File: src/hdl/rscc_pkg.sv
// shared types, constants and helpers for the ray segment crossing counter
package rscc_pkg;

    localparam int COORD_WIDTH  = 32;
    localparam int COUNT_WIDTH  = 16;
    localparam int DIFF_WIDTH   = COORD_WIDTH + 1;
    localparam int PROD_WIDTH   = 2 * DIFF_WIDTH;
    localparam int SUM_WIDTH    = PROD_WIDTH + 1;
    localparam int QUEUE_DEPTH  = 4;
    localparam int QUEUE_AW     = $clog2(QUEUE_DEPTH);
    localparam int CREDIT_WIDTH = QUEUE_AW + 1;
    localparam int ADDR_WIDTH   = 4;
    localparam int DATA_WIDTH   = 32;

    typedef logic signed [COORD_WIDTH-1:0] coord_t;
    typedef logic signed [DIFF_WIDTH-1:0]  diff_t;
    typedef logic signed [PROD_WIDTH-1:0]  prod_t;
    typedef logic signed [SUM_WIDTH-1:0]   sum_t;
    typedef logic [COUNT_WIDTH-1:0]        count_t;
    typedef logic [CREDIT_WIDTH-1:0]       credit_t;

    typedef enum logic [1:0] {
        KIND_NONE      = 2'd0,
        KIND_INTERIOR  = 2'd1,
        KIND_ENDPOINT  = 2'd2,
        KIND_COLLINEAR = 2'd3
    } kind_t;

    typedef enum logic [1:0] {
        REG_ORIGIN_X = 2'd0,
        REG_ORIGIN_Y = 2'd1,
        REG_ALONG_Y  = 2'd2
    } reg_index_t;

    typedef struct packed {
        coord_t seg_x0;
        coord_t seg_y0;
        coord_t seg_x1;
        coord_t seg_y1;
        logic   last_segment;
    } segment_t;

    typedef struct packed {
        kind_t  crossing_kind;
        count_t interior_count;
        count_t endpoint_count;
        count_t collinear_count;
        logic   any_crossing;
        logic   bad_crossing;
        logic   is_last;
    } result_t;

    typedef struct packed {
        coord_t ray_origin_x;
        coord_t ray_origin_y;
        logic   ray_along_y;
    } cfg_t;

    // classified word handed from the front to the back
    typedef struct packed {
        kind_t kind;
        logic  last;
    } class_t;

    typedef struct packed {
        logic    empty;
        credit_t count;
    } queue_status_t;

    function automatic count_t sat_inc(input count_t c);
        count_t r;
        r = (c == '1) ? c : count_t'(c + 1'b1);
        return r;
    endfunction

endpackage

File: src/hdl/rscc_queue.sv
// short queue of classified words between front and back
module rscc_queue
(
    input  logic                    clk,
    input  logic                    rst_n,
    input  logic                    push,
    input  rscc_pkg::class_t        push_word,
    input  logic                    pop,
    output rscc_pkg::class_t        pop_word,
    output rscc_pkg::queue_status_t status
);

    rscc_pkg::class_t             mem [rscc_pkg::QUEUE_DEPTH];
    logic [rscc_pkg::QUEUE_AW-1:0] wr_ptr_reg, rd_ptr_reg;
    rscc_pkg::credit_t            count_reg, count_next;

    always_comb
    begin
        pop_word     = mem[rd_ptr_reg];
        status.empty = (count_reg == '0);
        status.count = count_reg;
        count_next   = count_reg;
        if (push && !pop)
        begin
            count_next = rscc_pkg::credit_t'(count_reg + 1'b1);
        end
        else if (pop && !push)
        begin
            count_next = rscc_pkg::credit_t'(count_reg - 1'b1);
        end
    end

    always_ff @(posedge clk or negedge rst_n)
    begin
        if (!rst_n)
        begin
            wr_ptr_reg <= '0;
            rd_ptr_reg <= '0;
            count_reg  <= '0;
        end
        else
        begin
            count_reg <= count_next;
            if (push)
            begin
                wr_ptr_reg <= wr_ptr_reg + 1'b1;
            end
            if (pop)
            begin
                rd_ptr_reg <= rd_ptr_reg + 1'b1;
            end
        end
    end

    always_ff @(posedge clk)
    begin
        if (push)
        begin
            mem[wr_ptr_reg] <= push_word;
        end
    end

endmodule

File: config.mk
export PLATFORM = sky130hd
export DESIGN_NAME = rscc_queue
export DESIGN_NICKNAME = d
export VERILOG_FILES = /design/src/hdl/rscc_pkg.sv /design/src/hdl/rscc_queue.sv
export SDC_FILE = /design/constraint.sdc
export NUM_CORES = 1
export LEC_CHECK = 0
export ABC_AREA = 0
export BUFFER_PORTS_ARGS = -buffer_cell sky130_fd_sc_hd__clkbuf_2
export CAP_MARGIN = 10
export CELL_PAD_IN_SITES_DETAIL_PLACEMENT = 0
export CELL_PAD_IN_SITES_GLOBAL_PLACEMENT = 1
export CORE_AREA = 2 2 47 49
export DETAILED_ROUTE_END_ITERATION = 10
export DIE_AREA = 0 0 49 51
export GPL_ROUTABILITY_DRIVEN = 0
export PLACE_DENSITY = 0.82
export SYNTH_ARGS = -nofsm -noshare
export SYNTH_HDL_FRONTEND = slang
export SYNTH_SLANG_ARGS = --single-unit
File: constraint.sdc
create_clock -name clk -period 1.45 [get_ports clk]
set_input_delay 0.145 -clock clk [delete_from_list [all_inputs] [get_ports clk]]
set_output_delay 0.145 -clock clk [all_outputs]
set_load 0.01 [all_outputs]
==> Word-level counts from Yosys, hierarchy flattened <==
Memories as Yosys holds them, arrays and structs flattened.
Index checks and enable logic that the tools add are counted.
{ "classes": {"add_sub_neg": 4, "mux": 4, "reduce_logical": 6} }
{ "op_table": {"columns": ["operator", "n"], "rows": [
  ["3-bit two-way mux", 2],
  ["2-bit by 1-bit adder with 2-bit output, second input constant", 2],
  ["3-bit by 1-bit adder with 3-bit output, second input constant", 1],
  ["3-bit zero test", 1],
  ["3-bit by 1-bit subtractor with 3-bit output, second input constant", 1],
  ["1-bit logical AND", 2],
  ["1-bit zero test", 2],
  ["1-bit two-way mux", 2],
  ["2-bit nonzero test", 1]
]} }
{ "totals": {"ff_bits": 7, "ram_bits": 12, "inputBits": 7, "out_inout_bits": 7, "wordCells": 18, "mem_count": 1} }
{ "mem_list": {"columns": ["name", "words", "width", "rd", "rd_ports_with_merged_regs", "write_ports", "line", "text"], "rows": [
  ["mem", 4, 3, 1, 0, 1, "rscc_queue.sv:13", "rscc_pkg::class_t mem [rscc_pkg::QUEUE_DEPTH];"]
]} }

==> Depth between registers and ports, before layout <==
{ "logic_depth": {"ltp_word": 4, "ltp_mapped": 7, "mapped_depth_nobuf": 7} }

==> Least setup slack after synthesis <==
No wires, ideal clock.
{ "synth_timing": {"path_kind": "register -> register", "startpoint": "reg count_reg[0]", "endpoint": "reg count_reg[2]", "setup_time_ns": 0.079, "t_arrival_ns": 1.259, "required_time_ns": 1.371, "slack_ns": 0.112, "stages_incl_launch_ff": 5, "n_path_buf": 0, "period_less_slack_ns": 1.338, "path_cell_list": "dfrtp_1 fa_1 xor2_1 nor2_1 xor2_1"} }
{ "synth_between": {"elab_chain_cells": 3, "word_cells_on_any_way": 4, "classes_between": "add/sub: 2; mux: 2"} }
{ "synth_lines": {"columns": ["element", "line", "text"], "rows": [
  ["start: declaration", "rscc_queue.sv:15", "rscc_pkg::credit_t count_reg, count_next;"],
  ["start signal: assignment", "rscc_queue.sv:43", "count_reg <= count_next;"],
  ["3-bit by 1-bit subtractor with 3-bit output", "rscc_queue.sv:29", "count_next = rscc_pkg::credit_t'(count_reg - 1'b1);"],
  ["3-bit two-way mux", "rscc_queue.sv:27", "else if (pop && !push)"],
  ["3-bit two-way mux (*)", "rscc_queue.sv:23", "if (push && !pop)"]
]} }
Every way passes the cells marked *; elsewhere a longest branch is shown, timed or not. The select of a mux whose other input is x is not followed.
A chain may end at the register's enable or synchronous reset.

==> impl_metrics.env <==
export IMPL_start_util=0.398
export IMPL_rsz0062_at_grt="yes"
export IMPL_setup_viol=3
export IMPL_globalRouteTotalUtil=0.125
export IMPL_io_buffer_count=13
export IMPL_num_vias=430
export IMPL_totalWireLength_um=1210
export IMPL_final_cell_mix="12 x clkbuf_2, 12 x edfxtp_1, 6 x dfrtp_1"
export IMPL_clock_sinks=19
export IMPL_postSynthCellCount=49
export IMPL_syn_mean_instance_area_um2=16.8
export IMPL_dr_first_iter_drc_count=5
export IMPL_grt_pass1_vias=469
export IMPL_utilization=0.476
export IMPL_cts_max_path_buffers=2
export IMPL_postSynthNetCount=62
export IMPL_antenna_found_initial=0
export IMPL_cts_root_buf="clkbuf_4"
export IMPL_multi_input_area_um2=268
export IMPL_grt_pass1_wl_um=2250
export IMPL_final_cells=97
export IMPL_die_w_um=49
export IMPL_p_leak_nw=0.409
export IMPL_cp_arrival_ps=1370
export IMPL_wl_per_cell_um=12.4
export IMPL_r2r_slack_ps=130
export IMPL_core_region_area_um2=2060
export IMPL_grt_start_max_net_pins=13
export IMPL_cp_end_kind="primary output"
export IMPL_fillCellCount=194
export IMPL_status="complete, but fails checks"
export IMPL_cp_max_fo=4
export IMPL_place_area_um2=926
export IMPL_start_kind="flip-flop"
export IMPL_finish_instance_area_um2=982
export IMPL_clk_pin_slew_worst_paths_ps=110
export IMPL_die_y_um=51
export IMPL_dpl_cell_count=91
export IMPL_fin_ws_ps=-67.0
export IMPL_grt_ovfl_total=0
export IMPL_largest_reg_flops=12
export IMPL_diodes=0
export IMPL_drtPass1Iterations=2
export IMPL_holdPathStages=2
export IMPL_power_density_nw_per_um2=1820
export IMPL_synth_warnings=0
export IMPL_drive_gt1_frac=0.391
export IMPL_hp_start="pop"
export IMPL_area_growth_pct=19.5
export IMPL_required_ps=1310
export IMPL_rows=17
export IMPL_drc=0
export IMPL_netlist_area_um2=822
export IMPL_cts_tree="done"
export IMPL_hold_viol=0
export IMPL_rr_worst_depth=4
export IMPL_hp_class="in2reg"
export IMPL_drt_antenna_violating_nets=0
export IMPL_dieArea_um2=2500
export IMPL_final_period_utilization=1.05
export IMPL_register_area_um2=537
export IMPL_clock_fmax_ghz=0.659
export IMPL_tightest_slew_ps=190
export IMPL_max_cap_viol_count=0
export IMPL_clk_insertion_delay_late_ps=290
export IMPL_fin_worst_skew_ps=1.63
export IMPL_nets=83
export IMPL_ioPinCount=14
export IMPL_crit_type="reg2out"
export IMPL_ys_types=15
export IMPL_yosysSeqAreaShare=0.651
export IMPL_htree_levels=1
export IMPL_hold_path_end="rd_ptr_reg[0]$_DFFE_PN0P_"
export IMPL_hpwl_um=910
export IMPL_post_place_ws_ps=45.1
export IMPL_r2r_start="count_reg[0]$_DFFE_PN0P_"
export IMPL_period_minus_slack_ps=1520
export IMPL_ir_worst_vdd_uv=726
export IMPL_synth_seq_cells=19
export IMPL_finalMaxSlewViolations=0
export IMPL_slew_headroom=0.873
export IMPL_reg2reg_to="count_reg[2]$_DFFE_PN0P_"
export IMPL_violations="setup timing"
export IMPL_cts_inserted_buffers=3
export IMPL_viasPerCell=4.43
==> critical path, stage by stage, from the launching register on <==
cell      delay [ps]
dfrtp_2          440
mux4_2           510
clkbuf_2         140
==> synth_stat cells <==
master | count | area (um2)
and2_1 | 4 | 25.0
xnor2_1 | 2 | 17.5
nand2_1 | 2 | 7.51
fa_1 | 1 | 20.0
dfrtp_1 | 7 | 175
mux2_2 | 1 | 11.3
mux4_2 | 3 | 67.6
inv_1 | 4 | 15.0
xor2_1 | 4 | 35.0
nor2_1 | 1 | 3.75
o21ai_0 | 1 | 5.00
edfxtp_1 | 12 | 360
buf_6 | 1 | 11.3
ha_1 | 5 | 62.6
nor3_1 | 1 | 5.00
==> metal layers <==
layer	vias to the layer above	share of wire	global-route usage
met5	-	0	0
met4	0	0.013	0.0714
met3	2	0.027	0.0263
met2	4	0.53	0.192
met1	211	0.43	0.164
li1	213	-	-
==> final cells by class <==
| cell class | instances | area share |
|---|---|---|
| sequential | 19 | 0.546 |
| clock inverter | 1 | 0.00764 |
| tap | 28 | 0.0357 |
| timing repair buffer | 17 | 0.0994 |
| clock buffer | 3 | 0.0229 |
| inverter | 4 | 0.0153 |
| multi-input combinational | 25 | 0.273 |
==> how the worst max path moves through the flow <==
| stage | start | endpoint | slack (ps) |
|---|---|---|---|
| 4_1_cts | rd_ptr_reg[0]$_DFFE_PN0P_ | pop_word[2] | -90 |
| 2_1_floorplan | count_reg[0]$_DFFE_PN0P_ | count_reg[2]$_DFFE_PN0P_ | 110 |
| 3_3_place_gp | pop | count_reg[2]$_DFFE_PN0P_ | 70 |
| 6_report | rd_ptr_reg[0]$_DFFE_PN0P_ | pop_word[2] | -70 |
| 5_1_grt | rd_ptr_reg[0]$_DFFE_PN0P_ | pop_word[0] | -150 |
| 3_5_place_dp | pop | count_reg[2]$_DFFE_PN0P_ | 50 |
==> timing repair <==
| action | CTS | global route |
|---|---|---|
| hold endpoints to repair | 7 | 0 |
| endpoints found under the setup margin | 3 | 5 |
| buffers inserted | 1 | 0 |
| gates cloned | 0 | 0 |
| resized for setup | 1 | 3 |
| hold buffers | 1 | 0 |
| pin swaps | 0 | 1 |
==> where the power goes <==
part	internal (mW)	switching [mW]
combinational	0.343	0.282
sequential	0.751	0.147
clock	0.105	0.160
==> through the flow <==
step | setup TNS, ps | hold WS (ps) | total power, mW
2_1_floorplan | 0 | -151 | 1.30
6_report | -192 | 56.6 | 1.79
4_1_cts | -253 | 43.9 | 1.80
3_3_place_gp | 0 | -9.01 | 1.49
3_5_place_dp | 0 | -3.63 | 1.50
5_1_grt | -441 | 55.5 | 1.95
==> cells by family (layout without fill, tap and decap cells) <==
group	count (synthesis)	after routing	synth area share
compound gates	1	1	0.00608
flops	19	19	0.651
fa+ha+maj	6	6	0.100
buf+inv	5	25	0.0320
xor+xnor	6	6	0.0639
mux	4	4	0.0959
simple gates	8	8	0.0502
Note: power is estimated with default switching activity, not from simulation.
