**src/hdl/rscc_pkg.sv**
```systemverilog
// shared types, constants and helpers for the ray segment crossing counter
package rscc_pkg;

    localparam int COORD_WIDTH  = 32;
    localparam int COUNT_WIDTH  = 16;
    localparam int DIFF_WIDTH   = COORD_WIDTH + 1;
    localparam int PROD_WIDTH   = 2 * DIFF_WIDTH;
    localparam int SUM_WIDTH    = PROD_WIDTH + 1;
    localparam int QUEUE_DEPTH  = 4;
    localparam int QUEUE_AW     = $clog2(QUEUE_DEPTH);
    localparam int CREDIT_WIDTH = QUEUE_AW + 1;
    localparam int ADDR_WIDTH   = 4;
    localparam int DATA_WIDTH   = 32;

    typedef logic signed [COORD_WIDTH-1:0] coord_t;
    typedef logic signed [DIFF_WIDTH-1:0]  diff_t;
    typedef logic signed [PROD_WIDTH-1:0]  prod_t;
    typedef logic signed [SUM_WIDTH-1:0]   sum_t;
    typedef logic [COUNT_WIDTH-1:0]        count_t;
    typedef logic [CREDIT_WIDTH-1:0]       credit_t;

    typedef enum logic [1:0] {
        KIND_NONE      = 2'd0,
        KIND_INTERIOR  = 2'd1,
        KIND_ENDPOINT  = 2'd2,
        KIND_COLLINEAR = 2'd3
    } kind_t;

    typedef enum logic [1:0] {
        REG_ORIGIN_X = 2'd0,
        REG_ORIGIN_Y = 2'd1,
        REG_ALONG_Y  = 2'd2
    } reg_index_t;

    typedef struct packed {
        coord_t seg_x0;
        coord_t seg_y0;
        coord_t seg_x1;
        coord_t seg_y1;
        logic   last_segment;
    } segment_t;

    typedef struct packed {
        kind_t  crossing_kind;
        count_t interior_count;
        count_t endpoint_count;
        count_t collinear_count;
        logic   any_crossing;
        logic   bad_crossing;
        logic   is_last;
    } result_t;

    typedef struct packed {
        coord_t ray_origin_x;
        coord_t ray_origin_y;
        logic   ray_along_y;
    } cfg_t;

    // classified word handed from the front to the back
    typedef struct packed {
        kind_t kind;
        logic  last;
    } class_t;

    typedef struct packed {
        logic    empty;
        credit_t count;
    } queue_status_t;

    function automatic count_t sat_inc(input count_t c);
        count_t r;
        r = (c == '1) ? c : count_t'(c + 1'b1);
        return r;
    endfunction

endpackage

```
**src/hdl/rscc_back.sv**
```systemverilog
// back part: saturating totals and the result register
module rscc_back
(
    input  logic             clk,
    input  logic             rst_n,
    input  logic             queue_empty,
    input  rscc_pkg::class_t queue_word,
    output logic             queue_pop,
    output rscc_pkg::result_t result,
    output logic             empty,
    input  logic             pop
);

    rscc_pkg::count_t  interior_reg, endpoint_reg, collinear_reg;
    rscc_pkg::count_t  interior_next, endpoint_next, collinear_next;
    rscc_pkg::result_t result_reg, result_next;
    logic              valid_reg, valid_next;

    always_comb
    begin
        queue_pop      = !queue_empty && (!valid_reg || pop);
        interior_next  = interior_reg;
        endpoint_next  = endpoint_reg;
        collinear_next = collinear_reg;
        case (queue_word.kind)
            rscc_pkg::KIND_INTERIOR:  interior_next  = rscc_pkg::sat_inc(interior_reg);
            rscc_pkg::KIND_ENDPOINT:  endpoint_next  = rscc_pkg::sat_inc(endpoint_reg);
            rscc_pkg::KIND_COLLINEAR: collinear_next = rscc_pkg::sat_inc(collinear_reg);
            default: ;
        endcase
        result_next.crossing_kind   = queue_word.kind;
        result_next.interior_count  = interior_next;
        result_next.endpoint_count  = endpoint_next;
        result_next.collinear_count = collinear_next;
        result_next.any_crossing    = |{interior_next, endpoint_next, collinear_next};
        result_next.bad_crossing    = |{endpoint_next, collinear_next};
        result_next.is_last         = queue_word.last;
        valid_next = queue_pop || (valid_reg && !pop);
        result = result_reg;
        empty  = !valid_reg;
    end

    always_ff @(posedge clk or negedge rst_n)
    begin
        if (!rst_n)
        begin
            valid_reg     <= 1'b0;
            interior_reg  <= '0;
            endpoint_reg  <= '0;
            collinear_reg <= '0;
        end
        else
        begin
            valid_reg <= valid_next;
            if (queue_pop)
            begin
                if (queue_word.last)
                begin
                    interior_reg  <= '0;
                    endpoint_reg  <= '0;
                    collinear_reg <= '0;
                end
                else
                begin
                    interior_reg  <= interior_next;
                    endpoint_reg  <= endpoint_next;
                    collinear_reg <= collinear_next;
                end
            end
        end
    end

    always_ff @(posedge clk)
    begin
        if (queue_pop)
        begin
            result_reg <= result_next;
        end
    end

endmodule

```
**config.mk**
```make
export PLATFORM = sky130hd
export DESIGN_NAME = rscc_back
export DESIGN_NICKNAME = d
export VERILOG_FILES = /design/src/hdl/rscc_pkg.sv /design/src/hdl/rscc_back.sv
export SDC_FILE = /design/constraint.sdc
export NUM_CORES = 1
export LEC_CHECK = 0
export BUFFER_PORTS_ARGS = -buffer_cell sky130_fd_sc_hd__buf_2
export CELL_PAD_IN_SITES_DETAIL_PLACEMENT = 0
export CELL_PAD_IN_SITES_GLOBAL_PLACEMENT = 2
export CORE_ASPECT_RATIO = 0.5
export CORE_MARGIN = 2
export CORE_UTILIZATION = 38
export CTS_CLUSTER_DIAMETER = 60
export DETAILED_ROUTE_END_ITERATION = 8
export PLACE_DENSITY = 0.89
export SETUP_SLACK_MARGIN = 0.2
export SLEW_MARGIN = 20
export SYNTH_ARGS = -nofsm -noshare
export SYNTH_HDL_FRONTEND = slang
export SYNTH_SLANG_ARGS = --single-unit
```
**constraint.sdc**
```tcl
create_clock -name clk -period 3.36 [get_ports clk]
set_input_delay 0.168 -clock clk [delete_from_list [all_inputs] [get_ports clk]]
set_output_delay 0.168 -clock clk [all_outputs]
set_load 0.05 [all_outputs]
```
[Word level (Yosys, flattened, before mapping)]
Cells that the tools add are included.
Word-level totals
  register bits after elaboration: 102
  input port bits: 7
  output and inout port bits: 55
  word-level logic and storage cells: 38
Cells by class
  add/subtract/negate cells: 3
  equality and inequality tests: 6
  mux-type cells: 9
  reduce and logical (&&, ||, !) cells: 9
Operators by type and width (count)
  $mux W16: 9
  $add A16 B1 Y16 const B: 3
  $eq A16 B16 Y1 const B: 3
  $reduce_or A48 Y1: 1
  $reduce_or A32 Y1: 1
  $eq A2 B2 Y1 const B: 2
  $logic_not A1 Y1: 3
  $eq A2 B1 Y1 const B: 1
  $logic_and A1 B1 Y1: 2
  $logic_or A1 B1 Y1: 2

[Longest topological paths before layout]
Gate-level depths: netlist of run 1.
  word-level depth: 4
  mapped depth: 9

[Least setup slack after synthesis of run 1]
OpenSTA, ideal clock, no wires.
  kind: reg-to-reg
  start: register endpoint_reg[0]
  end: register result_reg (netlist bit result[2]) (data pin)
  setup time: 0.272 ns
  arrival: 2.529 ns
  slack: 0.559 ns
  cell stages (with the launch flop): 9
  path buffers: 0
  period minus slack after synthesis: 2.801 ns
  path through: dfrtp_1 -> ha_1 -> nand4_4 -> or3_4 -> nand2b_4 -> mux2_4 -> or4b_4 -> nor4_4 -> nand4_1
RTL lines
  start, declared: RTL line rscc_back.sv:14  | rscc_pkg::count_t interior_reg, endpoint_reg, collinear_reg;
  start signal, assigned: RTL line rscc_back.sv:66  | endpoint_reg <= endpoint_next;
  end signal, assigned: RTL line rscc_back.sv:77  | result_reg <= result_next;
  end, declared: RTL line rscc_back.sv:16  | rscc_pkg::result_t result_reg, result_next;

==> reports/metrics.cfg, run 1 <==
[outcome]
outcome = finished, violations left
violations = negative hold slack

[yosys]
synth_top_cell_area_share_pct = 30.5
synth_edf_count = 53
async_flop_share_pct = 48.0
yosysWarnings = 0
synth_area_per_cell_um2 = 10.8
synth-main-ff-cell = edfxtp_1
synth_area_leaders = edfxtp_1 (30%), dfrtp_1 (23%), o21ai_0 (3.7%)
synthCells = 485
synth_cell_types = 50
ys_ff_latch = 102
seq_area_frac_synth_pct = 54.0
syn_area_um2 = 5220
syn-num-nets = 495
synth_top_cell_by_area = edfxtp_1

[drt]
wire_per_inst_um = 17.3
post-route-drc-count = 0
drt_iter0_markers = 262
via_count = 3926
dr.pass1.iters = 5
viasPerCell = 5.45
wirelength_um = 12400
antenna_left = 0

[setup_path]
cp-endpoint = result[2]$_DFFE_PP_
crit_type = register to register
r2r-end = result[2]$_DFFE_PP_
ff2ff_path_depth = 8
rrSetupSlack_ns = 0.37
worst-endpoint-arrival_ns = 3.06
worstSetupEndpointType = register
crit_path_max_fanout = 7
timing.rr.start = endpoint_reg[0]$_DFFE_PN0P_
start_kind = register
crit_required_ns = 3.43
startpoint = endpoint_reg[0]$_DFFE_PN0P_

[floorplanning]
die_area_um2 = 14700
die_x_um = 170
die_height_um = 86.9
ios = 62
initial_core_util_pct = 38.7
coreArea_um2 = 13500
core.rowCount = 30

[finish]
antennaDiodeCount = 0
area_growth_syn_to_layout_pct = 15.7
layout_commonest_cell = buf_2
multiInputGateArea_um2 = 2180
fill_cells = 1241
regArea_um2 = 2820
layout_common_cells = buf_2 (61), edfxtp_1 (53), dfrtp_1 (49)
largest_reg_flops = 53
nets = 550
layout-drive-gt1-share_pct = 20.6

[global_routing]
grt_pass1_vias = 3820
grt-ovfl-total = 0
antenna_found_initial = 0
grtUsageTotal_pct = 17.8
grt_first_pass_wirelength_um = 20300
grt_max_degree = 41

[sta]
tns_ns = 0
fin_skew_ns = 0.00621
slew_viol_final = 0
fin_crit_sh_pct = 88.8
hold_viol = 19
worst_slack_ns = 0.375
relSlewSlack_pct = 34.3
fin_crit_ns = 2.99
worst_slew_pin_slew_ns = 0.986
rsz0062_at_grt = no
fmax_mhz = 335
fin_hold_ws_ns = -0.0156
setup_violations = 0

[power_and_ir_drop]
p_leak_uw = 0.00254
vdd_drop_max_uv = 224
power_density_nw_per_um2 = 471

[clock_tree]
clk_pin_slew_worst_paths_ns = 0.07
ctsLongestPathBuffers = 2
cts_tree = yes
cts-root-buf = clkbuf_16
cts.sinks = 102
clk_latency_ns = 0.34
cts_buffers = 9
h-tree-depth = 3

[flow_run]
cap_violations = 0

[place]
port_buffers = 61
dp_slack_ns = 0.213
dp_hpwl_um = 8640
place_congestion = 0.877

[min_path]
min_path_type = primary input to async pin

==> worst max-delay path, stage by stage, from the launching register on <==
cell      delay [ns]
dfrtp_1         0.45
ha_2            0.28
nand4_4         0.10
or3_4           0.43
nand2b_4        0.15
mux2_4          0.30
or4b_4          0.55
nor4_4          0.33
nand4_1         0.12
==> layer usage <==
metal	global-route usage, %	share of wire [%]
met5	0	0
met4	4.82	0.54
met3	3.73	3.9
met2	28.0	45
met1	25.3	50
==> per-stage QoR <==
step | cells | utilization [%] | total power, uW | hold WS [ns] | instance area, um2
after global placement | 703 | 42.4 | 1760 | 0.337 | 5710
after CTS | 719 | 44.8 | 2880 | 0.0278 | 6030
final | 720 | 44.8 | 2850 | -0.0156 | 6040
after floorplan | 485 | - | 1660 | -0.128 | 5220
after detailed placement | 703 | 42.4 | 1760 | 0.341 | 5710
after global routing | 720 | 44.8 | 2950 | 0.0548 | 6040
==> report_power, final <==
| part | internal, uW | total, uW | switching [uW] | leakage, uW |
|---|---|---|---|---|
| Combinational | 82.0 | 338 | 256 | 0.00118 |
| Sequential | 1370 | 1400 | 31.8 | 0.00120 |
| Clock | 664 | 1110 | 443 | 0.000156 |
==> synthesized netlist by cell type, drive strengths merged, types with 2 or more instances <==
master	number
buf	12
mux2i	6
o31ai	8
a22o	22
or2	3
and3	9
dfrtp	49
mux2	5
nand4b	4
a31oi	6
ha	3
edfxtp	53
inv	17
nand4	20
and4	11
and2	4
nor3	15
clkbuf	22
nand2	45
or3	4
nand2b	7
or4	2
xor2	14
xnor2	18
a41oi	4
nor2	23
nand3b	2
nand3	22
o21ai	39
nor4	15
a21oi	11
==> worst min-delay path by stage <==
stage                                        end  cells past startpoint   startpoint
global route         endpoint_reg[9]$_DFFE_PN0P_                      1        rst_n
detailed placement           valid_reg$_DFF_PN0_                      2  queue_empty
CTS                  endpoint_reg[9]$_DFFE_PN0P_                      1        rst_n
finish               endpoint_reg[9]$_DFFE_PN0P_                      1        rst_n
global placement             valid_reg$_DFF_PN0_                      2  queue_empty
floorplan           collinear_reg[0]$_DFFE_PN0P_                      0        rst_n
==> kinds of logic after synthesis <==
kind of cell / synth area share [%]
xor+xnor: 5.37
flops: 54.0
simple gates: 20.7
mux: 2.30
buf+inv: 4.36
fa+ha+maj: 0.719
compound gates: 12.6
==> cell type report <==
type / instances / area share [%]
Multi-Input combinational cell: 332 / 36.1
Sequential cell: 102 / 46.6
Timing Repair Buffer: 78 / 7.41
Tap cell: 176 / 3.64
Clock buffer: 10 / 3.96
Inverter: 17 / 1.06
Clock inverter: 5 / 1.22
==> what timing repair did <==
action / 4_1_cts / 5_1_grt
gates resized for setup: 0 / 1
setup endpoints to repair: 1 / 2
hold buffers: 1 / 0
endpoints found under the hold margin: 1 / 0
pin swaps: 1 / 1
setup buffers: 0 / 1
Note: power is estimated with default switching activity, not from simulation.
==> run 2, diff against run 1 <==
==> constraint.sdc (replaced) <==
create_clock -name clk -period 3.36 [get_ports clk]
set_input_delay 0.504 -clock clk [delete_from_list [all_inputs] [get_ports clk]]
set_output_delay 0.504 -clock clk [all_outputs]
set_load 0.05 [all_outputs]
==> run 2 against run 1 <==
Effect of this change:
- critical path depth unchanged
- final cell count down 0.42%
- the run now ends clean
- final area down 0.10%
- via count down 0.46%
- worst hold slack better by 0.28 ns
- die area unchanged
- fmax down 0.50%
- largest cell class unchanged
- setup slack worse by 0.015 ns
==> reports/metrics.cfg, run 2 (synthesis results as in run 1) <==
[place]
dp_hpwl_um = 8430  ; was 8640 um
place_congestion = 0.875  ; was 0.877
dpl_cell_area_um2 = 5690  ; was 5710 um2
port_buffers = 61  ; unchanged

[clock_tree]
h-tree-depth = 3  ; unchanged
ctsLongestPathBuffers = 2  ; unchanged
cts-root-buf = clkbuf_16  ; unchanged
cts_tree = yes  ; unchanged
cts_buffers = 9  ; unchanged
clk_latency_ns = 0.35  ; was 0.34 ns
clk_pin_slew_worst_paths_ns = 0.07  ; about the same
cts.sinks = 102  ; unchanged

[outcome]
outcome = finished, final reports clean  ; was finished, violations left

[setup_path]
worst-endpoint-arrival_ns = 3.08  ; was 3.06 ns
worstSetupEndpointType = register  ; unchanged
start_kind = register  ; unchanged
ff2ff_path_depth = 8  ; unchanged
r2r-end = result[2]$_DFFE_PP_  ; unchanged
rrSetupSlack_ns = 0.36  ; was 0.37 ns
startpoint = endpoint_reg[0]$_DFFE_PN0P_  ; unchanged
timing.rr.start = endpoint_reg[0]$_DFFE_PN0P_  ; unchanged
crit_path_max_fanout = 7  ; unchanged
crit_type = register to register  ; unchanged
crit_required_ns = 3.44  ; was 3.43 ns

[sta]
fmax_mhz = 333  ; was 335 MHz
setup_violations = 0  ; unchanged
hold_viol = 0  ; was 19
fin_crit_ns = 3.00  ; was 2.99 ns
relSlewSlack_pct = 41.6  ; was 34.3%
fin_crit_sh_pct = 89.3  ; was 88.8%
worst_slew_pin_slew_ns = 0.876  ; was 0.986 ns
slew_viol_final = 0  ; unchanged
fin_skew_ns = 0.00753  ; was 0.00621 ns
tns_ns = 0  ; unchanged
rsz0062_at_grt = no  ; unchanged

[global_routing]
grt-ovfl-total = 0  ; unchanged
grt_max_degree = 56  ; was 41
grt_pass1_vias = 3686  ; was 3820
antenna_found_initial = 0  ; unchanged
grtUsageTotal_pct = 17.6  ; was 17.8%
grt_first_pass_wirelength_um = 19900  ; was 20300 um

[drt]
viasPerCell = 5.45  ; about the same
wire_per_inst_um = 17.2  ; was 17.3 um
antenna_left = 0  ; unchanged
wirelength_um = 12300  ; was 12400 um
post-route-drc-count = 0  ; unchanged
dr.pass1.iters = 4  ; was 5
via_count = 3908  ; was 3926
drt_iter0_markers = 225  ; was 262

[finish]
layout_commonest_cell = buf_2  ; unchanged
antennaDiodeCount = 0  ; unchanged
layout-drive-gt1-share_pct = 20.7  ; was 20.6%
layout_common_cells = buf_2 (61), edfxtp_1 (53), dfrtp_1 (49)  ; unchanged
nets = 546  ; was 550
largest_reg_flops = 53  ; unchanged
area_growth_syn_to_layout_pct = 15.6  ; was 15.7%
fill_cells = 1274  ; was 1241
final_area_um2 = 6040  ; about the same

[floorplanning]
die_height_um = 86.9  ; unchanged
coreArea_um2 = 13500  ; unchanged
initial_core_util_pct = 38.7  ; unchanged
die_x_um = 170  ; unchanged
ios = 62  ; unchanged
core.rowCount = 30  ; unchanged
die_area_um2 = 14700  ; unchanged

[power_and_ir_drop]
vdd_drop_max_uv = 231  ; was 224 uV
power_density_nw_per_um2 = 479  ; was 471 nW/um2
p_leak_uw = 0.00253  ; was 0.00254 uW

[flow_run]
cap_violations = 0  ; unchanged

[min_path]
min_path_type = primary input to async pin  ; unchanged

run 2: layout make-up:
type                            instances  area (um2)  share of cell area, %
Sequential cell                       102        2820                   46.7
Tap cell                              176         220                   3.65
Clock inverter                          6        93.8                   1.55
Timing Repair Buffer                   74         415                   6.88
Clock buffer                           10         239                   3.96
Inverter                               17        63.8                   1.06
Multi-Input combinational cell        332        2190                   36.2
run 2: report_power, final:
group | switching [uW] | internal (uW)
sequential | 29.9 | 1370
combinational | 253 | 77.8
clock | 483 | 679
run 2: what timing repair did:
action                     4_1_cts  5_1_grt
setup endpoints to repair        0        2
setup buffers                    0        1
hold buffers                     0        0
resized for setup                0        2
run 2: worst max path at each step:
stage,to,cells after the start,slack [ns]
6_report,result[2]$_DFFE_PP_,8,0.36
5_1_grt,result[2]$_DFFE_PP_,8,0.24
4_1_cts,result[2]$_DFFE_PP_,8,0.22
3_5_place_dp,result[2]$_DFFE_PP_,8,0.23
3_3_place_gp,result[2]$_DFFE_PP_,8,0.31
2_1_floorplan,result[2]$_DFFE_PP_,8,0.56
run 2: critical path, cell delays in order, from the launching register on:
cell	delay, ns
dfrtp_1	0.45
ha_2	0.28
nand4_4	0.11
or3_4	0.44
nand2b_4	0.15
mux2_4	0.30
or4b_4	0.55
nor4_4	0.32
nand4_1	0.12
run 2: routing by layer:
metal / share of wire (%) / global-route usage, %
met1: 50 / 24.8
met2: 45 / 27.9
met3: 4.0 / 3.86
met4: 0.87 / 4.12
met5: 0 / 0
run 2: through the flow:
stage	setup WS, ns	cells	hold WS (ns)	utilization [%]	power, uW
5_1_grt	0.240	717	0.316	44.8	3000
3_5_place_dp	0.229	700	0.508	42.2	1760
3_3_place_gp	0.312	700	0.498	42.2	1750
6_report	0.360	717	0.263	44.8	2890
2_1_floorplan	0.559	485	0.208	-	1660
4_1_cts	0.216	716	0.297	44.7	2920
==> run 3, diff against run 2 <==
==> constraint.sdc (replaced) <==
create_clock -name clk -period 2.9 [get_ports clk]
set_input_delay 0.435 -clock clk [delete_from_list [all_inputs] [get_ports clk]]
set_output_delay 0.435 -clock clk [all_outputs]
set_load 0.05 [all_outputs]
==> run 3 against run 2 <==
Effect of this change:
- setup slack got worse by 0.18 ns
- worst hold slack got worse by 0.19 ns
- count of clock-buffer cells in the layout increased by 5
- clock skew about the same
- critical path depth unchanged
- wire length increased by 3.2%
- clock power increased by 4%
- fmax increased by 10%
- non-clock buffer count increased by 34
- register-to-register slack got worse by 0.18 ns
- sequential power increased by 15%
==> reports/metrics.cfg, run 3 (synthesis results as in run 1) <==
[global_routing]
grt-ovfl-total = 0  ; unchanged
grtUsageTotal_pct = 18.0  ; was 17.6%
grt_pass1_vias = 3990  ; was 3686
grt_first_pass_wirelength_um = 20600  ; was 19900 um
grt_max_degree = 41  ; was 56
antenna_found_initial = 0  ; unchanged

[setup_path]
crit_path_max_fanout = 3  ; was 7
crit_chain = ha_4 > nand4_4 > or3_4 > nand2b_4 > mux2_4 > or4b_4 > nor4_4 > nand4_1  ; was ha_2 > nand4_4 > or3_4 > nand2b_4 > mux2_4 > or4b_4 > nor4_4 > nand4_1
cpPeakStageDelay_ns = 0.53  ; was 0.55 ns
worstSetupEndpointType = register  ; unchanged
cpMaxStageDelayCell = or4b_4  ; unchanged
path_delay_family = simple AND/OR/NAND/NOR gates  ; unchanged
start_kind = register  ; unchanged
worst-endpoint-arrival_ns = 2.79  ; was 3.08 ns
timing.rr.start = endpoint_reg[1]$_DFFE_PN0P_  ; was endpoint_reg[0]$_DFFE_PN0P_
ff2ff_path_depth = 8  ; unchanged
rrSetupSlack_ns = 0.18  ; was 0.36 ns
crit_type = register to register  ; unchanged
crit_buf_inv = 0  ; unchanged
crit_required_ns = 2.97  ; was 3.44 ns
r2r-end = result[2]$_DFFE_PP_  ; unchanged

[min_path]
min_path_type = primary input to async pin  ; unchanged

[clock_tree]
cts-root-buf = clkbuf_16  ; unchanged
clk_latency_ns = 0.35  ; about the same
cts_buffers = 9  ; unchanged
ctsLongestPathBuffers = 2  ; unchanged
clk_pin_slew_worst_paths_ns = 0.07  ; about the same
cts_tree = yes  ; unchanged
cts.sinks = 102  ; unchanged
h-tree-depth = 3  ; unchanged
postCtsHoldBufs = 0  ; unchanged

[outcome]
outcome = finished, final reports clean  ; unchanged

[sta]
slew_viol_final = 0  ; unchanged
hold_viol = 0  ; unchanged
rsz0062_at_grt = yes  ; was no
worst_slack_ns = 0.182  ; was 0.360 ns
setup_violations = 0  ; unchanged
fin_skew_ns = 0.00737  ; was 0.00753 ns
fin_crit_sh_pct = 93.7  ; was 89.3%
fin_hold_ws_ns = 0.0696  ; was 0.263 ns
worst_slew_pin_slew_ns = 0.567  ; was 0.876 ns
tns_ns = 0  ; unchanged
relSlewSlack_pct = 62.2  ; was 41.6%
fmax_mhz = 368  ; was 333 MHz
fin_crit_ns = 2.72  ; was 3.00 ns

[finish]
layout_commonest_cell = buf_2  ; unchanged
layout.cells.non_filler = 751  ; was 717
layout-drive-gt1-share_pct = 26.8  ; was 20.7%
antennaDiodeCount = 0  ; unchanged
nets = 580  ; was 546
largest_reg_flops = 53  ; unchanged
area_growth_syn_to_layout_pct = 21.4  ; was 15.6%
layout_common_cells = buf_2 (61), edfxtp_1 (53), buf_4 (46)  ; was buf_2 (61), edfxtp_1 (53), dfrtp_1 (49)

[power_and_ir_drop]
p_leak_uw = 0.00270  ; was 0.00253 uW
power_density_nw_per_um2 = 514  ; was 479 nW/um2
finalPower_uw = 3250  ; was 2890 uW
vdd_drop_max_uv = 279  ; was 231 uV

[flow_run]
cap_violations = 0  ; unchanged

[drt]
drt_iter0_markers = 374  ; was 225
antenna_left = 0  ; unchanged
viasPerCell = 5.46  ; was 5.45
dr.pass1.iters = 4  ; unchanged
wirelength_um = 12700  ; was 12300 um
wire_per_inst_um = 17.0  ; was 17.2 um
via_count = 4103  ; was 3908
post-route-drc-count = 0  ; unchanged

[floorplanning]
initial_core_util_pct = 38.7  ; unchanged
die_x_um = 170  ; unchanged
die_height_um = 86.9  ; unchanged
core.rowCount = 30  ; unchanged
die_area_um2 = 14700  ; unchanged
coreArea_um2 = 13500  ; unchanged
ios = 62  ; unchanged

[place]
dpl.cell_count = 729  ; was 700
port_buffers = 61  ; unchanged
dp_slack_ns = 0.0723  ; was 0.229 ns
dp_hpwl_um = 8610  ; was 8430 um
place_congestion = 0.879  ; was 0.875

[run 3: per-stage QoR]
| step | util, % | cell area [um2] |
|---|---|---|
| 6_report | 47.0 | 6340 |
| 5_1_grt | 47.0 | 6340 |
| 4_1_cts | 46.1 | 6210 |
| 3_5_place_dp | 43.8 | 5910 |
| 3_3_place_gp | 43.8 | 5910 |
| 2_1_floorplan | - | 5230 |
[run 3: how the worst max path moves through the flow]
stage | start | endpoint | slack [ns] | cells after the start
2_1_floorplan | endpoint_reg[0]$_DFFE_PN0P_ | result[2]$_DFFE_PP_ | 0.23 | 8
3_3_place_gp | queue_word[1] | result[2]$_DFFE_PP_ | 0.09 | 8
3_5_place_dp | queue_word[1] | result[2]$_DFFE_PP_ | 0.07 | 8
4_1_cts | endpoint_reg[4]$_DFFE_PN0P_ | result[2]$_DFFE_PP_ | 0.20 | 9
5_1_grt | endpoint_reg[1]$_DFFE_PN0P_ | result[2]$_DFFE_PP_ | 0.08 | 8
6_report | endpoint_reg[1]$_DFFE_PN0P_ | result[2]$_DFFE_PP_ | 0.18 | 8
[run 3: per-layer routing]
layer	GRT usage, %	part of all wire (%)	vias up
met1	25.0	49	2039
met3	3.59	3.8	16
met2	29.1	46	76
li1	-	-	1972
met4	5.21	1.2	0
met5	0	0	-
[run 3: report_power, final]
group	total (uW)	leakage, uW	internal (uW)	switching, uW
logic	438	0.00137	120	318
registers	1610	0.00120	1590	24.2
clock network	1210	0.000138	696	510
[run 3: final cells by class]
class | count | area, um2
clock inverters | 1 | 30.0
fillers | 1281 | 7140
flip-flops and latches | 102 | 2820
repair buffers | 108 | 678
inverters | 17 | 63.8
clock buffers | 15 | 258
well taps | 176 | 220
multi-input cells | 332 | 2260
[run 3: what timing repair did]
| action | CTS | global route |
|---|---|---|
| gates cloned | 0 | 0 |
| setup buffers | 1 | 4 |
| pin swaps | 3 | 7 |
| setup endpoints to repair | 2 | 2 |
| gates resized for setup | 2 | 15 |
